===== src/rtl/owrse_pkg.sv =====
// Shared types and constants for the 1-Wire search ROM decision engine.
`default_nettype none

package owrse_pkg;

   // Command codes of the request channel.
   typedef enum logic [1:0] {
      CMD_CLEAR = 2'd0,
      CMD_START = 2'd1,
      CMD_BIT   = 2'd2,
      CMD_NONE  = 2'd3
   } cmd_type;

   // Status codes of the response channel.
   typedef enum logic [2:0] {
      ST_ACK         = 3'd0,
      ST_BIT         = 3'd1,
      ST_FOUND       = 3'd2,
      ST_COMPLETE    = 3'd3,
      ST_NO_PRESENCE = 3'd4,
      ST_BUS_ERROR   = 3'd5,
      ST_CRC_ERROR   = 3'd6,
      ST_NOT_IN_PASS = 3'd7
   } status_type;

   // Reflected CRC-8 polynomial used by the ROM code check.
   localparam logic [7:0] CRC_POLY = 8'h8C;

   // Discrepancies below this position lie inside the family code byte.
   localparam int unsigned FAMILY_LIMIT = 9;

   // One request item as held in the input register.
   typedef struct packed {
      logic [1:0] cmd;
      logic       presence;
      logic       id_bit;
      logic       comp_bit;
   } item_type;

   // One response item as produced by the decision logic.
   typedef struct packed {
      logic        write_dir;
      status_type  status;
      logic [63:0] rom_id;
      logic [3:0]  family_discrepancy;
   } result_type;

endpackage

`default_nettype wire


===== src/rtl/owrse_core.sv =====
// Search state and per-item decision logic of the search ROM engine.
`default_nettype none

module owrse_core
   import owrse_pkg::*;
#(
   parameter int unsigned ROM_BYTES = 8
) (
   input  wire logic       clock,
   input  wire logic       reset,
   input  wire logic       step,
   input  wire item_type   item,
   output result_type      result
);

   localparam int unsigned TOTAL_BITS = ROM_BYTES * 8;
   localparam int unsigned CRC_BITS   = (ROM_BYTES - 1) * 8;
   localparam int unsigned POS_W      = $clog2(TOTAL_BITS + 1);
   localparam int unsigned IDX_W      = $clog2(TOTAL_BITS);

   logic [TOTAL_BITS-1:0] rom_bits_ff, rom_bits_in;
   logic [POS_W-1:0]      last_disc_ff, last_disc_in;
   logic                  last_device_ff, last_device_in;
   logic [3:0]            last_family_ff, last_family_in;
   logic [POS_W-1:0]      bit_number_ff, bit_number_in;
   logic [POS_W-1:0]      last_zero_ff, last_zero_in;
   logic [7:0]            crc_ff, crc_in;
   logic                  active_ff, active_in;

   logic [POS_W-1:0]      bit_m1;
   logic [IDX_W-1:0]      bit_idx;
   logic                  dir;
   logic                  fb;
   logic [63:0]           rom_view;

   assign bit_m1  = bit_number_ff - POS_W'(1);
   assign bit_idx = bit_m1[IDX_W-1:0];

   // The first eight bytes of the updated ROM code, zero padded when shorter.
   if (TOTAL_BITS >= 64) begin : g_rom_wide
      assign rom_view = rom_bits_in[63:0];
   end else begin : g_rom_narrow
      assign rom_view = {{(64 - TOTAL_BITS){1'b0}}, rom_bits_in};
   end

   // Decision for one command and the resulting next search state.
   always_comb begin
      rom_bits_in    = rom_bits_ff;
      last_disc_in   = last_disc_ff;
      last_device_in = last_device_ff;
      last_family_in = last_family_ff;
      bit_number_in  = bit_number_ff;
      last_zero_in   = last_zero_ff;
      crc_in         = crc_ff;
      active_in      = active_ff;
      dir            = 1'b0;
      fb             = 1'b0;
      result.write_dir = 1'b0;
      result.status    = ST_ACK;
      result.rom_id    = '0;

      case (cmd_type'(item.cmd))
         CMD_CLEAR: begin
            rom_bits_in    = '0;
            last_disc_in   = '0;
            last_device_in = 1'b0;
            last_family_in = '0;
            active_in      = 1'b0;
         end
         CMD_START: begin
            if (last_device_ff) begin
               last_device_in = 1'b0;
               active_in      = 1'b0;
               result.status  = ST_COMPLETE;
            end else if (!item.presence) begin
               active_in     = 1'b0;
               result.status = ST_NO_PRESENCE;
            end else begin
               active_in     = 1'b1;
               bit_number_in = POS_W'(1);
               last_zero_in  = '0;
               crc_in        = '0;
            end
         end
         CMD_BIT: begin
            if (!active_ff || bit_number_ff == '0 ||
                bit_number_ff > POS_W'(TOTAL_BITS)) begin
               result.status = ST_NOT_IN_PASS;
            end else if (item.id_bit && item.comp_bit) begin
               active_in     = 1'b0;
               result.status = ST_BUS_ERROR;
            end else begin
               // Pick the direction: common bit, or walk the tree on a discrepancy.
               if (item.id_bit != item.comp_bit) begin
                  dir = item.id_bit;
               end else begin
                  if (bit_number_ff < last_disc_ff) begin
                     dir = rom_bits_ff[bit_idx];
                  end else begin
                     dir = (bit_number_ff == last_disc_ff);
                  end
                  if (!dir) begin
                     last_zero_in = bit_number_ff;
                     if (bit_number_ff < POS_W'(FAMILY_LIMIT)) begin
                        last_family_in = bit_number_ff[3:0];
                     end
                  end
               end
               rom_bits_in[bit_idx] = dir;

               // Serial CRC over every byte but the last.
               if (bit_number_ff <= POS_W'(CRC_BITS)) begin
                  fb     = crc_ff[0] ^ dir;
                  crc_in = (crc_ff >> 1) ^ (fb ? CRC_POLY : 8'h00);
               end

               result.write_dir = dir;
               if (bit_number_ff < POS_W'(TOTAL_BITS)) begin
                  bit_number_in = bit_number_ff + POS_W'(1);
                  result.status = ST_BIT;
               end else begin
                  // Final bit: close the pass and check the CRC byte.
                  active_in     = 1'b0;
                  bit_number_in = POS_W'(1);
                  if (crc_in != rom_bits_in[TOTAL_BITS-1 -: 8]) begin
                     result.status = ST_CRC_ERROR;
                  end else begin
                     last_disc_in    = last_zero_in;
                     last_device_in  = (last_zero_in == '0);
                     result.status   = ST_FOUND;
                     result.rom_id   = rom_view;
                  end
               end
            end
         end
         default: begin
            result.status = ST_ACK;
         end
      endcase

      result.family_discrepancy = last_family_in;
   end

   // Search state registers, updated once per transfer.
   always_ff @(posedge clock) begin
      if (reset) begin
         rom_bits_ff    <= '0;
         last_disc_ff   <= '0;
         last_device_ff <= 1'b0;
         last_family_ff <= '0;
         bit_number_ff  <= POS_W'(1);
         last_zero_ff   <= '0;
         crc_ff         <= '0;
         active_ff      <= 1'b0;
      end else if (step) begin
         rom_bits_ff    <= rom_bits_in;
         last_disc_ff   <= last_disc_in;
         last_device_ff <= last_device_in;
         last_family_ff <= last_family_in;
         bit_number_ff  <= bit_number_in;
         last_zero_ff   <= last_zero_in;
         crc_ff         <= crc_in;
         active_ff      <= active_in;
      end
   end

endmodule

`default_nettype wire


===== src/rtl/onewire_rom_search_engine_top.sv =====
// Top level of the 1-Wire search ROM decision engine with its channel registers.
`default_nettype none

// Each request (clear, start pass, or one observed bit pair) produces exactly one
// response, in order. A request is captured in an input register, decided by short
// logic against the search state, and lands in the response register when that
// register is free or draining; one request can be taken every clock cycle while
// the response side does not stall. rsp_valid rises once the response register is
// loaded. Throughput is bounded only by the response side: while a response
// waits in the response register under rsp_stall, at most one more request is
// taken into the input register before req_stall rises.

module onewire_rom_search_engine_top
   import owrse_pkg::*;
#(
   parameter int unsigned ROM_BYTES = 8
) (
   input  wire logic        clock,
   input  wire logic        reset,
   input  wire logic        req_valid,
   output      logic        req_stall,
   input  wire logic [1:0]  req_cmd,
   input  wire logic        req_presence,
   input  wire logic        req_id_bit,
   input  wire logic        req_comp_bit,
   output      logic        rsp_valid,
   input  wire logic        rsp_stall,
   output      logic        rsp_write_dir,
   output      logic [2:0]  rsp_status,
   output      logic [63:0] rsp_rom_id,
   output      logic [3:0]  rsp_family_discrepancy
);

   logic       s1_valid_ff, s1_valid_in;
   item_type   s1_item_ff;
   logic       out_valid_ff, out_valid_in;
   result_type out_ff;
   result_type result;
   logic       advance;
   logic       req_take;

   // The input register moves on when the response register is free or draining.
   assign advance   = s1_valid_ff && (!out_valid_ff || !rsp_stall);
   assign req_stall = s1_valid_ff && !advance;
   assign req_take  = req_valid && !req_stall;

   assign s1_valid_in  = req_take || (s1_valid_ff && !advance);
   assign out_valid_in = advance || (out_valid_ff && rsp_stall);

   owrse_core #(
      .ROM_BYTES (ROM_BYTES)
   ) u_core (
      .clock  (clock),
      .reset  (reset),
      .step   (advance),
      .item   (s1_item_ff),
      .result (result)
   );

   // Control flags of both channel registers.
   always_ff @(posedge clock) begin
      if (reset) begin
         s1_valid_ff  <= 1'b0;
         out_valid_ff <= 1'b0;
      end else begin
         s1_valid_ff  <= s1_valid_in;
         out_valid_ff <= out_valid_in;
      end
   end

   // Payload of the input register and the response register.
   always_ff @(posedge clock) begin
      if (req_take) begin
         s1_item_ff.cmd      <= req_cmd;
         s1_item_ff.presence <= req_presence;
         s1_item_ff.id_bit   <= req_id_bit;
         s1_item_ff.comp_bit <= req_comp_bit;
      end
      if (advance) begin
         out_ff <= result;
      end
   end

   assign rsp_valid              = out_valid_ff;
   assign rsp_write_dir          = out_ff.write_dir;
   assign rsp_status             = out_ff.status;
   assign rsp_rom_id             = out_ff.rom_id;
   assign rsp_family_discrepancy = out_ff.family_discrepancy;

endmodule

`default_nettype wire


===== config.mk =====
export PLATFORM = sky130hd
export DESIGN_NAME = onewire_rom_search_engine_top
export DESIGN_NICKNAME = d
export VERILOG_FILES = /design/src/rtl/owrse_pkg.sv /design/src/rtl/owrse_core.sv /design/src/rtl/onewire_rom_search_engine_top.sv
export SDC_FILE = /design/constraint.sdc
export NUM_CORES = 1
export LEC_CHECK = 0
export BUFFER_PORTS_ARGS = -buffer_cell sky130_fd_sc_hd__clkbuf_2
export CAP_MARGIN = 30
export CORE_ASPECT_RATIO = 2
export CORE_UTILIZATION = 60
export DETAILED_ROUTE_END_ITERATION = 8
export HOLD_SLACK_MARGIN = 0.03
export PLACE_DENSITY = 0.8
export RECOVER_POWER = 50
export SYNTH_ARGS = -nofsm -noshare
export SYNTH_HDL_FRONTEND = slang
export SYNTH_SLANG_ARGS = --single-unit
export TNS_END_PERCENT = 10

===== constraint.sdc =====
create_clock -name clock -period 8.15 [get_ports clock]
set_clock_uncertainty 0.15 [all_clocks]
set_input_delay 0.4075 -clock clock [delete_from_list [all_inputs] [get_ports clock]]
set_output_delay 0.4075 -clock clock [all_outputs]
set_load 0.01 [all_outputs]

==> results of run 1 <==
[state kept, by name, summed over array words and instances, names as in the netlist, 3 cells and up]
name,count
s1_item_ff,5
u_core.last_family_ff,4
u_core.bit_number_ff,7
rsp_family_discrepancy,4
u_core.rom_bits_ff,64
rsp_status,3
u_core.last_disc_ff,7
u_core.crc_ff,8
u_core.last_zero_ff,7
rsp_rom_id,64
[repair_timing]
item | 4_1_cts | 5_1_grt
gates resized for setup | 0 | 0
hold endpoints to repair | 5 | 0
setup endpoints to repair | 0 | 0
hold buffers | 5 | 0
[routing by layer]
metal	routed length (µm)	GRT usage [%]	vias up
li1	-	-	4060
met1	9820	37.5	4190
met2	14100	58.9	497
met3	2010	6.03	155
met4	2500	29.5	0
met5	0	0	-
[cells in the mapped netlist (all sizes together), types with 4 or more instances]
master   instances  share of area [%]
mux4             6                1.4
edfxtp          77                 24
nor2b           15               0.98
dfxtp          101                 21
inv             21               0.83
a31oi            5               0.33
or2              4               0.26
o31ai            6               0.47
a22o             7               0.64
clkbuf          62                2.4
mux2i           34                3.6
nand2          115                4.5
o211ai           5               0.39
a21boi           5               0.39
buf             16               0.98
nand4           10               0.66
nor3            24                1.4
nand2b          11               0.72
or3              8               0.58
a211oi          61                4.9
o2111ai          6               0.55
a311oi           5               0.46
nor2           183                7.2
nor3b            4               0.31
nand3           17               0.89
nor4             8               0.52
a22oi           65                5.1
xnor2            9               0.83
a21oi           31                1.7
ha              16                2.1
o21ai           77                4.0
[power by group through the flow]
stage	clock network (W)	registers (W)	logic, W
finish	0.000825	0.00100	0.000259
global placement	0	0.00102	0.000246
floorplan	0	0.00102	0.000179
CTS	0.000826	0.000998	0.000255
global route	0.000858	0.00100	0.000283
detailed placement	0	0.00102	0.000251
[path summary, 6_finish.rpt]
check | slack [ps] | endpoint | cells past startpoint | from
max | 1080 | rsp_rom_id[33]$_SDFFCE_PP0P_ | 15 | u_core.bit_number_ff[0]$_SDFFE_PP1P_
min | 70 | s1_valid_ff$_SDFF_PP0_ | 3 | req_valid
max reg2reg | 1080 | rsp_rom_id[33]$_SDFFCE_PP0P_ | 15 | u_core.bit_number_ff[0]$_SDFFE_PP1P_
min reg2reg | 330 | u_core.last_zero_ff[6]$_SDFFE_PP0P_ | 2 | u_core.last_zero_ff[6]$_SDFFE_PP0P_
[placed cells by master (no fill, tap or decap), types with 8 or more instances in the layout]
| master | instances |
|---|---|
| nand2b_1 | 11 |
| nor4_1 | 8 |
| buf_4 | 11 |
| nand2_1 | 115 |
| xnor2_1 | 9 |
| a21oi_1 | 30 |
| a22oi_1 | 65 |
| clkbuf_16 | 17 |
| nand4_1 | 10 |
| o21ai_0 | 77 |
| dfxtp_1 | 101 |
| nor2_1 | 183 |
| nand3_1 | 17 |
| nor3_1 | 23 |
| clkbuf_1 | 77 |
| inv_1 | 20 |
| edfxtp_1 | 77 |
| mux2i_1 | 34 |
| ha_1 | 15 |
| nor2b_1 | 15 |
| a211oi_1 | 59 |
[stage by stage]
stage | setup WS [ps] | instance area (µm²)
2_1_floorplan | 3510 | 9540
3_3_place_gp | 1660 | 9980
3_5_place_dp | 1360 | 10000
4_1_cts | 1330 | 10600
5_1_grt | 636 | 10500
6_report | 1080 | 10500
[cell type report]
type,count,share of cell area (%)
multi-input combinational,797,45.6
timing repair buffer,103,4.62
clock buffer,17,4.04
inverter,22,0.795
tap,198,2.35
clock inverter,15,1.48
sequential,178,41.1
[critical path, stage by stage, from the launching register on]
cell and delay (ps):
dfxtp_1 930, clkinv_1 550, ha_1 440, ha_1 890
nor2b_1 350, a22oi_1 260, nand2_1 80, a221oi_1 480
a21boi_1 320, o41ai_1 780, xnor2_1 200, o2111ai_1 190
nor3_1 320, nand4_1 130, buf_4 350, nor2_1 360
[cell families after synthesis]
family,Yosys count,share of synthesized area (%)
AO/OA/AOI/OAI,314,22.7
XOR/XNOR,11,1.01
AND/OR/NAND/NOR,414,19.2
buffers and inverters,100,4.29
multiplexers,42,5.22
flip-flops,178,45.4
adder cells (fa/ha/maj),16,2.10
==> impl_metrics.json, run 1 <==
{
  "seq_area_um2": 4330,
  "critPathMaxFanout": 64,
  "grt_pass1_wl_mm": 44.4,
  "finalHoldViolations": 0,
  "die_h_um": 180,
  "peakVddDrop_v": 0.000216,
  "max_slew.worst_pin.slew_ps": 4380,
  "seq_power_share_pct": 48.0,
  "status": "complete, but fails checks",
  "hold_class": "primary input to flip-flop",
  "maxSlewViolCount": 293,
  "finalCritPeriodShare_pct": 86.7,
  "clock-sinks": 178,
  "ant_nets": 0,
  "p_leak_nw": 3.54,
  "dp.cells": 1292,
  "maxSlewHeadroom_pct": -192,
  "h-tree-depth": 4,
  "period_minus_slack_ps": 7070,
  "grt_overflow": 0,
  "cts_buffers": 17,
  "pwr-share-clk_pct": 39.6,
  "dr.pass1.iters": 7,
  "synth_seq_cells": 178,
  "place_hpwl_mm": 19.1,
  "final_cells": 1330,
  "rsz0062_at_grt": "no",
  "cts_tree": "yes",
  "postLayoutCoreUtil_pct": 68.6,
  "syn_nets": 1100,
  "clk_pin_slew_ps": 70,
  "synthToLayoutAreaGrowth_pct": 10.5,
  "max_cap_violations": 3,
  "p_switching_w": 0.000568,
  "yosysWarnings": 0,
  "core_area_um2": 15400,
  "grt_start_max_net_pins": 114,
  "vias": 8902,
  "p_int_w": 0.00152,
  "power.total_w": 0.00209,
  "swShare_pct": 27.2,
  "syn_area_per_cell_um2": 8.87,
  "async_flop_share_pct": 0,
  "syn_inst": 1075,
  "cp-end-kind": "flip-flop",
  "cp.arrival_ps": 7160,
  "drt_iter0_markers": 899,
  "synth_area_um2": 9540,
  "die_x_um": 91.1,
  "n_antenna_cell": 0,
  "ys.flop_type": "dfxtp_1",
  "required_ps": 8240,
  "cts_setup_buffers": 0,
  "initial_core_util_pct": 62.0,
  "crit_type": "flip-flop to flip-flop",
  "multi_input_area_um2": 4810,
  "power_density_nw_per_um2": 198,
  "synth_cell_types": 75,
  "final_nets": 1144,
  "drive_gt1_share_pct": 6.71,
  "startpoint_type": "flip-flop",
  "synth-seq-area-share_pct": 45.4,
  "wl_per_cell_um": 21.4,
  "wirelength_mm": 28.4,
  "insertion_delay_ps": 450,
  "first_global_vias": 8439,
  "clk_path_buf_depth": 2,
  "failed_checks": "capacitance limit, slew limit",
  "track_usage_pct": 34.9,
  "finalSetupViolations": 0,
  "pin_count": 83,
  "drc": 0,
  "viasPerCell": 6.69,
  "fillCellCount": 1266,
  "timing.hold.ws_ps": 68.0,
  "gp_congestion": 0.959,
  "synth_edf_count": 77,
  "root_buffer": "clkbuf_16",
  "tns_ps": 0,
  "dieArea_um2": 16400,
  "combPwrFrac_pct": 12.4,
  "rows": 64,
  "io_buffers": 82,
  "antenna_found_initial": 0,
  "fmax_mhz": 141
}
Power figures use the tool's default switching activity.
==> inputs of run 2 (changes only) <==
--- a/config.mk
+++ b/config.mk
@@ -5,6 +5,7 @@
 export SDC_FILE = /design/constraint.sdc
 export NUM_CORES = 1
 export LEC_CHECK = 0
+export ABC_AREA = 1
 export BUFFER_PORTS_ARGS = -buffer_cell sky130_fd_sc_hd__clkbuf_2
 export CAP_MARGIN = 30
 export CORE_ASPECT_RATIO = 2
==> run 2 against run 1 <==
  * The flow still finishes with violations (capacitance limit, slew limit)
  * Synthesized cell count is 28% higher
  * Worst setup slack better by 1300 ps
  * Wire length is 3.1% higher
  * Via count is 9.1% higher
  * Clock power is 11% higher
  * Critical endpoint is now rsp_rom_id[24]$_SDFFCE_PP0P_
  * Largest power group unchanged
==> impl_metrics.json, run 2 <==
{
  "antenna_found_initial": 0,
  "cp_slowest_stage_delay_ps": 910,
  "pin_count": 83,
  "synth_top_cell_by_area": "edfxtp_1",
  "grt-busiest-layer": "met2",
  "finalHoldViolations": 0,
  "synth_top_cell_area_share_pct": 22.9,
  "dr.pass1.iters": 6,
  "grt_pass1_wl_mm": 45.6,
  "die_x_um": 93.7,
  "gr-usage-met3_pct": 5.71,
  "synth_xor_area_share_pct": 0.409,
  "h-tree-depth": 4,
  "cp-end-kind": "flip-flop",
  "critPathTopFamily": "buffers and inverters",
  "synth_area_leaders": "edfxtp_1, dfxtp_1, inv_1",
  "post_dp_cell_area_um2": 10500,
  "tns_ps": 0,
  "gr-usage-met1_pct": 36.0,
  "place_hpwl_mm": 19.8,
  "dp.cells": 1604,
  "fmax_mhz": 173,
  "ys.flop_type": "dfxtp_1",
  "core_area_um2": 16400,
  "clock-sinks": 178,
  "root_buffer": "clkbuf_16",
  "cts_tree": "yes",
  "initial_core_util_pct": 61.7,
  "synth_edf_count": 77,
  "n_antenna_cell": 0,
  "power_density_nw_per_um2": 199,
  "async_flop_share_pct": 0,
  "drc": 0,
  "critPathMaxFanout": 64,
  "synth_seq_cells": 178,
  "first_global_vias": 9261,
  "reg2reg_to": "rsp_rom_id[24]$_SDFFCE_PP0P_",
  "maxSlewViolCount": 157,
  "period_minus_slack_ps": 5770,
  "finalSetupViolations": 0,
  "yosysMostFrequentCell": "inv_1",
  "final_nets": 1451,
  "regToRegSetupSlack_ps": 2380,
  "crit_type": "flip-flop to flip-flop",
  "p_leak_nw": 4.46,
  "max_cap_violations": 2,
  "reg2reg_depth": 25,
  "syn_inst": 1373,
  "synth-seq-area-share_pct": 43.0,
  "clk_pin_slew_ps": 70,
  "startpoint_type": "flip-flop",
  "wirelength_mm": 29.3,
  "status": "complete, but fails checks",
  "insertion_delay_ps": 440,
  "die_h_um": 185,
  "synthToLayoutAreaGrowth_pct": 10.6,
  "drive_gt1_share_pct": 6.12,
  "maxSlewHeadroom_pct": -169,
  "layout_common_cells": "inv_1, nand2_1, a21oi_1, nor2_1, dfxtp_1",
  "grt_start_max_net_pins": 119,
  "wl_per_cell_um": 17.9,
  "cts_setup_buffers": 0,
  "synth_area_um2": 10100,
  "viasPerCell": 5.91,
  "io_buffers": 82,
  "cts_buffers": 17,
  "yosysWarnings": 0,
  "timing.rr.start": "u_core.bit_number_ff[0]$_SDFFE_PP1P_",
  "ant_nets": 0,
  "rsz0062_at_grt": "no",
  "grt_overflow": 0,
  "fillCellCount": 1456,
  "hold_depth": 2,
  "failed_checks": "capacitance limit, slew limit",
  "grt_util_met2_pct": 61.1,
  "syn_nets": 1398,
  "cp.buffers_inverters": 5,
  "cp.arrival_ps": 5780,
  "synth_top_family_by_area": "simple AND/OR/NAND/NOR gates",
  "synthAdderAreaFrac_pct": 1.99,
  "hold_class": "primary input to flip-flop",
  "gp_congestion": 0.993,
  "track_usage_pct": 34.5,
  "dieArea_um2": 17400,
  "max_slew.worst_pin.slew_ps": 4030,
  "finalCritPeriodShare_pct": 70.8,
  "syn_area_per_cell_um2": 7.34,
  "synth-compound-area-share_pct": 19.1,
  "path_common_cell": "nand2_1",
  "min-delay-start": "req_valid",
  "required_ps": 8160,
  "cp_slowest_cell": "inv_1",
  "drt_iter0_markers": 861,
  "clk_path_buf_depth": 2,
  "hold-path-endpoint": "s1_valid_ff$_SDFF_PP0_",
  "rows": 66,
  "vias": 9715,
  "synthSimpleGateAreaFrac_pct": 21.5,
  "final_common_cell": "inv_1",
  "synth_cell_types": 42,
  "synth_commonest_cells": "inv_1, nand2_1, a21oi_1",
  "final_cells": 1643,
  "stdcell_area_um2": 11200,
  "peakVddDrop_v": 0.000182,
  "muxShareOfSynthArea_pct": 0.199
}
==> run 2: cell types whose count changed after synthesis, sizes merged, moves of 55 or more <==
| cell | change |
|---|---|
| inv | +260 |
| a21oi | +116 |
| nand2 | +101 |
| a22oi | -60 |
| a211oi | -59 |
| o32ai | +55 |
==> run 2: repair_timing <==
action | CTS | global route
gates resized for setup | 0 | 0
hold endpoints to repair | 5 | 0
hold buffers | 5 | 0
==> run 2: stage by stage <==
stage	worst slack [ps]	hold WS, ps	utilization [%]	power [W]
2_1_floorplan	4450	292	-	0.00123
3_3_place_gp	2960	304	64.3	0.00131
3_5_place_dp	2800	311	64.3	0.00131
4_1_cts	2800	35.9	68.7	0.00222
5_1_grt	1770	57.4	68.2	0.00229
6_report	2380	39.9	68.2	0.00222
==> run 2: logic make-up (layout without fill, tap and decap cells) <==
| kind of cell | Yosys count | count (layout) |
|---|---|---|
| muxes | 2 | 2 |
| and+or+nand+nor | 496 | 496 |
| DFF | 178 | 178 |
| buffers and inverters | 350 | 416 |
| adders and majority gates | 16 | 16 |
| xor gates and xnor gates | 3 | 3 |
| AOI/OAI and AO/OA | 328 | 328 |
==> run 2: how the worst max path moves through the flow <==
stage,from,endpoint,slack (ps),depth (start not counted)
after CTS,u_core.bit_number_ff[0]$_SDFFE_PP1P_,rsp_rom_id[23]$_SDFFCE_PP0P_,2800,25
after global placement,u_core.bit_number_ff[0]$_SDFFE_PP1P_,rsp_rom_id[29]$_SDFFCE_PP0P_,2960,25
final,u_core.bit_number_ff[0]$_SDFFE_PP1P_,rsp_rom_id[24]$_SDFFCE_PP0P_,2380,25
after detailed placement,u_core.bit_number_ff[0]$_SDFFE_PP1P_,rsp_rom_id[23]$_SDFFCE_PP0P_,2800,25
after floorplan,u_core.bit_number_ff[0]$_SDFFE_PP1P_,rsp_rom_id[10]$_SDFFCE_PP0P_,4450,27
after global routing,u_core.bit_number_ff[0]$_SDFFE_PP1P_,rsp_rom_id[23]$_SDFFCE_PP0P_,1770,25
==> run 2: per-layer routing <==
metal,wire length (µm),vias up
met1,10300,4486
li1,-,4633
met5,0,-
met3,1680,152
met4,2250,0
met2,15100,444
==> run 2: area by class of cell <==
class / instances / area (µm²) / area share [%]
clock buffers: 24 / 568 / 5.09
well taps: 204 / 255 / 2.29
repair buffers: 100 / 470 / 4.22
multi-input cells: 845 / 4350 / 39.0
clock inverters: 8 / 104 / 0.931
flip-flops and latches: 178 / 4330 / 38.9
inverters: 284 / 1070 / 9.59
==> run 2: power breakdown <==
part | total [W] | switching (W) | leakage (nW) | internal (W)
clock | 0.000916 | 0.000362 | 0.329 | 0.000554
sequential | 0.00100 | 0.0000310 | 1.57 | 0.000973
combinational | 0.000299 | 0.000211 | 2.56 | 0.0000882
